<file path="config.mk">
export PLATFORM = sky130hd
export DESIGN_NAME = cyclic_slot_task_scheduler
export DESIGN_NICKNAME = d
export VERILOG_FILES = /design/src/hdl/csts_pkg.sv /design/src/hdl/csts_stamp_ram.sv /design/src/hdl/csts_core.sv /design/src/hdl/cyclic_slot_task_scheduler.sv
export SDC_FILE = /design/constraint.sdc
export NUM_CORES = 2
export LEC_CHECK = 0
export ABC_AREA = 1
export BUFFER_PORTS_ARGS = -buffer_cell sky130_fd_sc_hd__buf_2
export CELL_PAD_IN_SITES_DETAIL_PLACEMENT = 1
export CELL_PAD_IN_SITES_GLOBAL_PLACEMENT = 1
export CORE_MARGIN = 2
export CORE_UTILIZATION = 45
export DETAILED_ROUTE_END_ITERATION = 7
export HOLD_SLACK_MARGIN = 0.15
export PLACE_DENSITY_LB_ADDON = 0.1
export SETUP_SLACK_MARGIN = 0.15
export SYNTH_ARGS = -nofsm -noshare
export SYNTH_HDL_FRONTEND = slang
export SYNTH_SLANG_ARGS = --single-unit
</file>
<file path="constraint.sdc">
create_clock -name clk -period 20.2 [get_ports clk]
set_input_delay 3.03 -clock clk [delete_from_list [all_inputs] [get_ports clk]]
set_output_delay 3.03 -clock clk [all_outputs]
set_load 0.1 [all_outputs]
</file>
<file path="src/hdl/csts_pkg.sv">
// Shared types, codes and helpers for the cyclic slot task scheduler.
// No dependencies; imported by every module of the block but the stamp memory.
package csts_pkg;

  // Item kinds on the request channel
  localparam logic [1:0] KIND_TICK   = 2'd0;
  localparam logic [1:0] KIND_CHANGE = 2'd1;
  localparam logic [1:0] KIND_DONE   = 2'd2;

  // Slot code for an empty slot
  localparam logic [1:0] SLOT_EMPTY = 2'd3;

  // Configuration register indexes
  localparam logic [2:0] CFG_SLOT_TABLE  = 3'd0;
  localparam logic [2:0] CFG_CLASS0_SIZE = 3'd1;
  localparam logic [2:0] CFG_CLASS1_SIZE = 3'd2;
  localparam logic [2:0] CFG_CLASS2_SIZE = 3'd3;
  localparam logic [2:0] CFG_NEEDS_WORK  = 3'd4;

  // Configuration reset values
  localparam logic [19:0] SLOT_TABLE_RST  = 20'd937268;
  localparam logic [6:0]  CLASS0_SIZE_RST = 7'd3;
  localparam logic [6:0]  CLASS1_SIZE_RST = 7'd15;
  localparam logic [6:0]  CLASS2_SIZE_RST = 7'd20;
  localparam logic [63:0] NEEDS_WORK_RST  = 64'd34359738367;

  typedef enum logic [2:0] {
    OC_IDLE     = 3'd0,
    OC_FILLER   = 3'd1,
    OC_NOTREADY = 3'd2,
    OC_DISPATCH = 3'd3,
    OC_EXTENDED = 3'd4,
    OC_CHANGE   = 3'd5,
    OC_DONE     = 3'd6,
    OC_INVALID  = 3'd7
  } outcome_t;

  // Result of one request, less the reaction time
  typedef struct packed {
    outcome_t   outcome;
    logic [5:0] task_id;
    logic       interrupted;
    logic [5:0] interrupted_id;
    logic       overrun;
    logic       need_reaction;
  } res_t;

  // Class size as used: zero counts as one, anything above 64 as 64
  function automatic logic [6:0] eff_size(input logic [6:0] s);
    logic [6:0] r;
    r = s;
    if (s == 7'd0) r = 7'd1;
    else if (s > 7'd64) r = 7'd64;
    return r;
  endfunction

endpackage

</file>
<file path="src/hdl/csts_stamp_ram.sv">
// Change-stamp memory: one write port, one registered read port.
// Uses no package.
module csts_stamp_ram #(
  parameter int DEPTH = 64,
  parameter int AW    = 6
) (
  input  logic          clk,
  input  logic          we,
  input  logic [AW-1:0] waddr,
  input  logic [31:0]   wdata,
  input  logic          re,
  input  logic [AW-1:0] raddr,
  output logic [31:0]   rdata
);

  logic [31:0] mem [DEPTH];

  always_ff @(posedge clk) begin
    if (we) begin
      mem[waddr] <= wdata;
    end
  end

  always_ff @(posedge clk) begin
    if (re) begin
      rdata <= mem[raddr];
    end
  end

endmodule

</file>
<file path="src/hdl/csts_core.sv">
// Scheduler state, configuration registers and per-request decision logic.
// Depends on csts_pkg; drives the stamp memory ports.
module csts_core
  import csts_pkg::*;
#(
  parameter int SLOTS  = 10,
  parameter int TASKS  = 64,
  parameter int WINDOW = 10,
  parameter int TW     = $clog2(TASKS),
  parameter int SPW    = (SLOTS > 1) ? $clog2(SLOTS) : 1,
  parameter int WPW    = (WINDOW > 1) ? $clog2(WINDOW) : 1
) (
  input  logic          clk,
  input  logic          rst,
  input  logic          cfg_we,
  input  logic [2:0]    cfg_index,
  input  logic [63:0]   cfg_data,
  input  logic          accept,
  input  logic [1:0]    kind,
  input  logic [5:0]    task_index,
  output res_t          res,
  output logic          stamp_we,
  output logic [TW-1:0] stamp_waddr,
  output logic          stamp_re,
  output logic [TW-1:0] stamp_raddr
);

  // Configuration
  logic [19:0] slot_table;
  logic [6:0]  class_size [3];
  logic [63:0] needs_work_mask;

  // State
  logic [TASKS-1:0]  ready_flags, ready_flags_next;
  logic [5:0]        class_pointer [3];
  logic [5:0]        class_pointer_next [3];
  logic [SPW-1:0]    slot_pointer, slot_pointer_next;
  logic [WINDOW-1:0] extension_window, extension_window_next;
  logic [WPW-1:0]    window_pointer, window_pointer_next;
  logic [5:0]        running_task, running_task_next;
  logic              task_active, task_active_next;
  logic              second_period, second_period_next;

  // Tick path
  logic [31:0] slot_ext;
  logic [1:0]  code;
  logic [6:0]  sz0, sz1, sz2, size;
  logic [7:0]  base;
  logic [5:0]  ptr_raw, ptr;
  logic [6:0]  ptr_inc;
  logic [5:0]  ptr_wrap;
  logic [8:0]  id;
  logic        id_ok;
  logic        tidx_ok;
  logic        extend;

  always_ff @(posedge clk) begin
    if (rst) begin
      slot_table      <= SLOT_TABLE_RST;
      class_size[0]   <= CLASS0_SIZE_RST;
      class_size[1]   <= CLASS1_SIZE_RST;
      class_size[2]   <= CLASS2_SIZE_RST;
      needs_work_mask <= NEEDS_WORK_RST;
    end else if (cfg_we) begin
      case (cfg_index)
        CFG_SLOT_TABLE:  slot_table      <= cfg_data[19:0];
        CFG_CLASS0_SIZE: class_size[0]   <= cfg_data[6:0];
        CFG_CLASS1_SIZE: class_size[1]   <= cfg_data[6:0];
        CFG_CLASS2_SIZE: class_size[2]   <= cfg_data[6:0];
        CFG_NEEDS_WORK:  needs_work_mask <= cfg_data;
        default: ;
      endcase
    end
  end

  always_comb begin
    slot_ext = {12'd0, slot_table};
    code     = slot_ext[{slot_pointer, 1'b0} +: 2];
    sz0      = eff_size(class_size[0]);
    sz1      = eff_size(class_size[1]);
    sz2      = eff_size(class_size[2]);
    case (code)
      2'd0: begin
        base    = 8'd0;
        size    = sz0;
        ptr_raw = class_pointer[0];
      end
      2'd1: begin
        base    = {1'b0, sz0};
        size    = sz1;
        ptr_raw = class_pointer[1];
      end
      2'd2: begin
        base    = 8'({1'b0, sz0} + {1'b0, sz1});
        size    = sz2;
        ptr_raw = class_pointer[2];
      end
      default: begin
        base    = 8'd0;
        size    = 7'd1;
        ptr_raw = 6'd0;
      end
    endcase
    // stale pointer after a resize restarts at zero
    ptr      = ({1'b0, ptr_raw} >= size) ? 6'd0 : ptr_raw;
    ptr_inc  = {1'b0, ptr} + 7'd1;
    ptr_wrap = (ptr_inc == size) ? 6'd0 : ptr_inc[5:0];
    id       = {1'b0, base} + {3'd0, ptr};
    id_ok    = id < 9'(TASKS);
    tidx_ok  = {1'b0, task_index} < 7'(TASKS);
    extend   = task_active && !second_period && !(|extension_window);
  end

  always_comb begin
    res                   = '0;
    res.outcome           = OC_INVALID;
    ready_flags_next      = ready_flags;
    class_pointer_next    = class_pointer;
    slot_pointer_next     = slot_pointer;
    extension_window_next = extension_window;
    window_pointer_next   = window_pointer;
    running_task_next     = running_task;
    task_active_next      = task_active;
    second_period_next    = second_period;
    stamp_we              = 1'b0;
    stamp_waddr           = task_index[TW-1:0];
    stamp_re              = 1'b0;
    stamp_raddr           = id[TW-1:0];

    case (kind)
      KIND_CHANGE: begin
        if (tidx_ok) begin
          res.overrun                          = ready_flags[task_index[TW-1:0]];
          ready_flags_next[task_index[TW-1:0]] = 1'b1;
          res.outcome                          = OC_CHANGE;
          res.task_id                          = task_index;
          stamp_we                             = accept;
        end
      end
      KIND_DONE: begin
        if (task_active) begin
          ready_flags_next[running_task[TW-1:0]] = 1'b0;
          task_active_next                       = 1'b0;
          res.outcome                            = OC_DONE;
          res.task_id                            = running_task;
        end
      end
      KIND_TICK: begin
        extension_window_next[window_pointer] = extend;
        window_pointer_next = (window_pointer == WPW'(WINDOW - 1)) ? '0 :
                              WPW'(window_pointer + 1'b1);
        if (extend) begin
          second_period_next = 1'b1;
          res.outcome        = OC_EXTENDED;
          res.task_id        = running_task;
        end else begin
          if (task_active) begin
            res.interrupted    = 1'b1;
            res.interrupted_id = running_task;
            task_active_next   = 1'b0;
          end
          slot_pointer_next = (slot_pointer == SPW'(SLOTS - 1)) ? '0 :
                              SPW'(slot_pointer + 1'b1);
          if (code == SLOT_EMPTY) begin
            res.outcome = OC_IDLE;
          end else begin
            class_pointer_next[code] = ptr_wrap;
            if (!id_ok) begin
              res.outcome = OC_INVALID;
            end else if (!needs_work_mask[id[5:0]]) begin
              res.outcome = OC_FILLER;
              res.task_id = id[5:0];
            end else if (!ready_flags[id[TW-1:0]]) begin
              res.outcome = OC_NOTREADY;
              res.task_id = id[5:0];
            end else begin
              // a ready task always has a stamp written since reset
              res.outcome        = OC_DISPATCH;
              res.task_id        = id[5:0];
              res.need_reaction  = 1'b1;
              stamp_re           = accept;
              running_task_next  = id[5:0];
              task_active_next   = 1'b1;
              second_period_next = 1'b0;
            end
          end
        end
      end
      default: ;
    endcase
  end

  always_ff @(posedge clk) begin
    if (rst) begin
      ready_flags      <= '0;
      class_pointer[0] <= '0;
      class_pointer[1] <= '0;
      class_pointer[2] <= '0;
      slot_pointer     <= '0;
      extension_window <= '0;
      window_pointer   <= '0;
      running_task     <= '0;
      task_active      <= 1'b0;
      second_period    <= 1'b0;
    end else if (accept) begin
      ready_flags      <= ready_flags_next;
      class_pointer    <= class_pointer_next;
      slot_pointer     <= slot_pointer_next;
      extension_window <= extension_window_next;
      window_pointer   <= window_pointer_next;
      running_task     <= running_task_next;
      task_active      <= task_active_next;
      second_period    <= second_period_next;
    end
  end

endmodule

</file>
<file path="src/hdl/cyclic_slot_task_scheduler.sv">
// Top level of the cyclic slot task scheduler: request/result pipeline.
// Depends on csts_pkg, csts_core and csts_stamp_ram.
//
// Takes one request (tick, input change or task done) per clock and returns
// exactly one result per request, in order. The decision is made in the cycle
// a request is accepted and held in the stage register while the dispatched
// task's change stamp is read from a registered memory; the result then moves
// on into the output register, where it can be taken. Sustained
// rate is one request per cycle while results are taken; the output register
// and the stage before it let a new request in while a result waits.
// Configuration writes take effect in the next cycle and must only be made
// while no request is in flight.
module cyclic_slot_task_scheduler
  import csts_pkg::*;
#(
  parameter int SLOTS  = 10,
  parameter int TASKS  = 64,
  parameter int WINDOW = 10
) (
  input  logic        clk,
  input  logic        rst,
  input  logic        cfg_we,
  input  logic [2:0]  cfg_index,
  input  logic [63:0] cfg_data,
  input  logic        in_valid,
  output logic        in_ready,
  input  logic [1:0]  kind,
  input  logic [5:0]  task_index,
  input  logic [31:0] now_ms,
  output logic        out_valid,
  input  logic        out_ready,
  output logic [2:0]  outcome,
  output logic [5:0]  task_id,
  output logic        interrupted,
  output logic [5:0]  interrupted_id,
  output logic [31:0] reaction_ms,
  output logic        overrun
);

  localparam int TW = $clog2(TASKS);

  logic          accept;
  res_t          res;
  logic          stamp_we, stamp_re;
  logic [TW-1:0] stamp_waddr, stamp_raddr;
  logic [31:0]   stamp_rdata;

  logic          s1_valid;
  res_t          s1_res;
  logic [31:0]   s1_now;
  logic          s1_adv;

  assign s1_adv   = s1_valid && (!out_valid || out_ready);
  assign in_ready = !s1_valid || s1_adv;
  assign accept   = in_valid && in_ready;

  csts_core #(
    .SLOTS  (SLOTS),
    .TASKS  (TASKS),
    .WINDOW (WINDOW)
  ) u_core (
    .clk         (clk),
    .rst         (rst),
    .cfg_we      (cfg_we),
    .cfg_index   (cfg_index),
    .cfg_data    (cfg_data),
    .accept      (accept),
    .kind        (kind),
    .task_index  (task_index),
    .res         (res),
    .stamp_we    (stamp_we),
    .stamp_waddr (stamp_waddr),
    .stamp_re    (stamp_re),
    .stamp_raddr (stamp_raddr)
  );

  csts_stamp_ram #(
    .DEPTH (TASKS),
    .AW    (TW)
  ) u_stamp_ram (
    .clk   (clk),
    .we    (stamp_we),
    .waddr (stamp_waddr),
    .wdata (now_ms),
    .re    (stamp_re),
    .raddr (stamp_raddr),
    .rdata (stamp_rdata)
  );

  always_ff @(posedge clk) begin
    if (rst) begin
      s1_valid  <= 1'b0;
      out_valid <= 1'b0;
    end else begin
      if (accept) begin
        s1_valid <= 1'b1;
      end else if (s1_adv) begin
        s1_valid <= 1'b0;
      end
      if (s1_adv) begin
        out_valid <= 1'b1;
      end else if (out_ready) begin
        out_valid <= 1'b0;
      end
    end
  end

  always_ff @(posedge clk) begin
    if (accept) begin
      s1_res <= res;
      s1_now <= now_ms;
    end
    if (s1_adv) begin
      outcome        <= s1_res.outcome;
      task_id        <= s1_res.task_id;
      interrupted    <= s1_res.interrupted;
      interrupted_id <= s1_res.interrupted_id;
      overrun        <= s1_res.overrun;
      reaction_ms    <= s1_res.need_reaction ? (s1_now - stamp_rdata) : 32'd0;
    end
  end

endmodule

</file>
==> impl_metrics.ini <==
[run_status]
status = completed

[worst_setup_path]
setup.worst_path.start = u_core.slot_pointer[0]$_SDFFE_PP0P_
worstPathRequired_ns = 20.96
worstSetupEndpoint = u_stamp_ram.rdata[23]$_DFFE_PP_
arrival_ns = 10.48
reg2regPathDepth = 36
path_common_cell = nand2_1
reg2reg_to = u_stamp_ram.rdata[23]$_DFFE_PP_
end_kind = register
path_class = reg -> reg
cp-start-kind = register
reg2reg_from = u_core.slot_pointer[0]$_SDFFE_PP0P_
cp_slowest_cell = buf_4
crit_path_max_incr_delay_ns = 0.85
regToRegSetupSlack_ns = 10.48
cp_max_fo = 134

[routing]
highest_layer = met5
avgViaCountPerCell = 6.17
antenna_left = 0
num_vias = 69900
drt_iter0_markers = 7474
wl_met2_um = 165000
wl_met1_um = 139000
wirelength_um = 343000
routedWlPerCell_um = 30.3
dr.pass1.iters = 6
route.detailed.drc = 0
met3_length_um = 22500

[synth]
syn-cell-area_um2 = 97600
syn_inst = 8229
netlist_top_cells_count = edfxtp_1 (2200), nor2_1 (1269), o21ai_0 (1203), nand2_1 (1028), o22ai_1 (538)
yosysMostFrequentCell = edfxtp_1
ys_warn_count = 0
synth_nets = 8399
synth_top_area_cell = edfxtp_1
ys_async_sr_fraction_pct = 0
synthTopCellsByArea = edfxtp_1 (68%), o21ai_0 (6.2%), nor2_1 (4.9%), dfxtp_1 (4.0%), nand2_1 (4.0%)
synth_cell_type_count = 59
synth_enable_flop_cells = 2200
synth-seq-area-share_pct = 71.7
synth_ff_type = edfxtp_1
synth_top_area_share_pct = 67.7
ys_seq_elements = 2394
synth_area_per_cell_um2 = 11.9

[clock_network]
cts-root-buf = clkbuf_16
cts.repair.resized = 0
clock_latency_ns = 0.93
cts_tree = yes
cts.htree.levels = 5
numCtsBuffers = 276
ctsLongestPathBuffers = 4
clkSinkCount = 2394
hold_buffers = 0
clkTransAtPathRegs_ns = 0.06
post_cts_buffers = 0

[grt]
antenna_found_initial = 16
grt_max_degree = 155
grt_pass1_wl_um = 495000
overflow = 0
grt.total_usage_pct = 30.5
grt_pass1_vias = 71000

[sta]
period_share_pct = 48.1
period_minus_slack_ns = 9.72
hold_viol_final = 0
relSlewSlack_pct = 3.25
timing.fmax_mhz = 103
setup_viol = 0
slew_violations = 0
grt_setup_unrepaired = no
tightest_slew_ns = 1.44
clock_skew_ns = 0.0460
tns_ns = 0

[floorplanning]
rows = 170
core_um2 = 215000
initial_core_util_pct = 45.4
io_pins = 163
dieWidth_um = 470
die_h_um = 470
dieArea_um2 = 221000

[placement]
portBuffers = 162
dp_hpwl_um = 192000
placedCellCount = 10900
gp_congestion = 0.852

[power_and_ir_drop]
switching_share_pct = 27.6
total_leakage_power_nw = 37.3
p_per_area_nw_per_um2 = 108
ir_worst_vdd_mv = 0.101
p_comb_share_pct = 14.3
clkPwrFrac_pct = 39.7
switchingPower_mw = 3.28
internal_power_mw = 8.61
seqPwrFrac_pct = 46.0

[layout]
area_growth_pct = 12.6
drive_above_1_share_pct = 9.41
nets = 8474
finalNonFillerCells = 11300

[run]
maxCapViolations = 0

[min_path]
hp-class = reg -> reg
[worst min-delay path by stage]
| stage | slack, ns | end | cells past startpoint | startpoint |
|---|---|---|---|---|
| 2_1_floorplan | 0.40 | interrupted$_DFFE_PP_ | 0 | s1_res[8]$_SDFFCE_PP0P_ |
| 3_3_place_gp | 0.41 | task_id[5]$_DFFE_PP_ | 0 | s1_res[14]$_SDFFCE_PN0P_ |
| 3_5_place_dp | 0.41 | outcome[2]$_DFFE_PP_ | 0 | s1_res[17]$_SDFFCE_PN1P_ |
| 4_1_cts | 0.41 | interrupted$_DFFE_PP_ | 0 | s1_res[8]$_SDFFCE_PP0P_ |
| 5_1_grt | 0.42 | interrupted$_DFFE_PP_ | 0 | s1_res[8]$_SDFFCE_PP0P_ |
| 6_report | 0.40 | interrupted$_DFFE_PP_ | 0 | s1_res[8]$_SDFFCE_PP0P_ |
[worst max-delay path, delay by kind of cell, from the launching register on]
kind	cells	cell delay, ns
mux	1	0.28
compound gates	6	1.38
buf+inv	10	4.19
flops	1	0.47
fa+ha+maj	3	1.24
simple gates	16	1.58
[stage by stage]
stage / worst slack [ns] / utilization (%) / hold WS, ns / power, mW / instance area (um^2)
3_5_place_dp: 10.44 / 47.3 / 0.408 / 7.26 / 102000
6_report: 10.48 / 51.1 / 0.404 / 11.9 / 110000
3_3_place_gp: 10.69 / 47.2 / 0.406 / 7.23 / 102000
2_1_floorplan: 12.55 / - / 0.400 / 6.54 / 97600
4_1_cts: 10.42 / 51.1 / 0.409 / 11.9 / 110000
5_1_grt: 9.61 / 51.1 / 0.423 / 12.2 / 110000
[logic make-up (layout without fill, tap and decap cells)]
kind of cell	count (synthesis)	after routing	synth area share, %
simple gates	2756	2756	11.3
flops	2394	2394	71.7
compound gates	2183	2183	12.6
buf+inv	799	1058	3.25
fa+ha+maj	58	58	0.767
mux	32	32	0.328
xor+xnor	7	7	0.0782
other cells	0	4	0
[sequential cells by signal, indices dropped and copies added (netlist names), 20 cells and up]
| signal | count |
|---|---|
| u_stamp_ram.mem | 2048 |
| u_core.needs_work_mask | 64 |
| u_core.ready_flags | 64 |
| reaction_ms | 32 |
| s1_now | 32 |
| u_stamp_ram.rdata | 32 |
| u_core.class_size | 21 |
| u_core.slot_table | 20 |
[placed cells by master, fill, tap and decap left out, drive strengths merged, types with 5 or more instances in the layout]
master	n
ha	55
a311oi	5
xor2	5
a221oi	35
o21ai	1208
a21oi	150
a211oi	38
o211ai	26
nand3	302
nor2	1275
o2111ai	6
clkbuf	344
buf	346
nand4	32
a41oi	12
nor4	21
mux2i	32
a22oi	5
edfxtp	2200
bufinv	13
nor3	89
a31oi	134
inv	236
o21a	10
clkinv	115
o22ai	538
dfxtp	194
nand2	1030
[power by group through the flow]
stage / clock network [mW] / registers, mW / logic (mW)
2_1_floorplan: 0 / 5.61 / 0.937
3_3_place_gp: 0 / 5.58 / 1.65
3_5_place_dp: 0 / 5.58 / 1.68
4_1_cts: 4.77 / 5.47 / 1.69
5_1_grt: 4.95 / 5.47 / 1.82
6_report: 4.72 / 5.47 / 1.70
[final cells by class]
type                       count  area (um^2)
clock inverter               118          873
antenna                        4         10.0
clock buffer                 344         7410
fill                       22100       105000
timing repair buffer         346         2300
multi-input combinational   5036        24900
tap                         2838         3550
sequential                  2394        69900
inverter                     250          973
[layer usage]
metal | track usage (%) | vias up
met1 | 40.0 | 36300
met2 | 50.8 | 2707
met3 | 4.06 | 685
met4 | 13.7 | 6
met5 | 0 | -
li1 | - | 30200
Note: power is estimated with default switching activity, not from simulation.
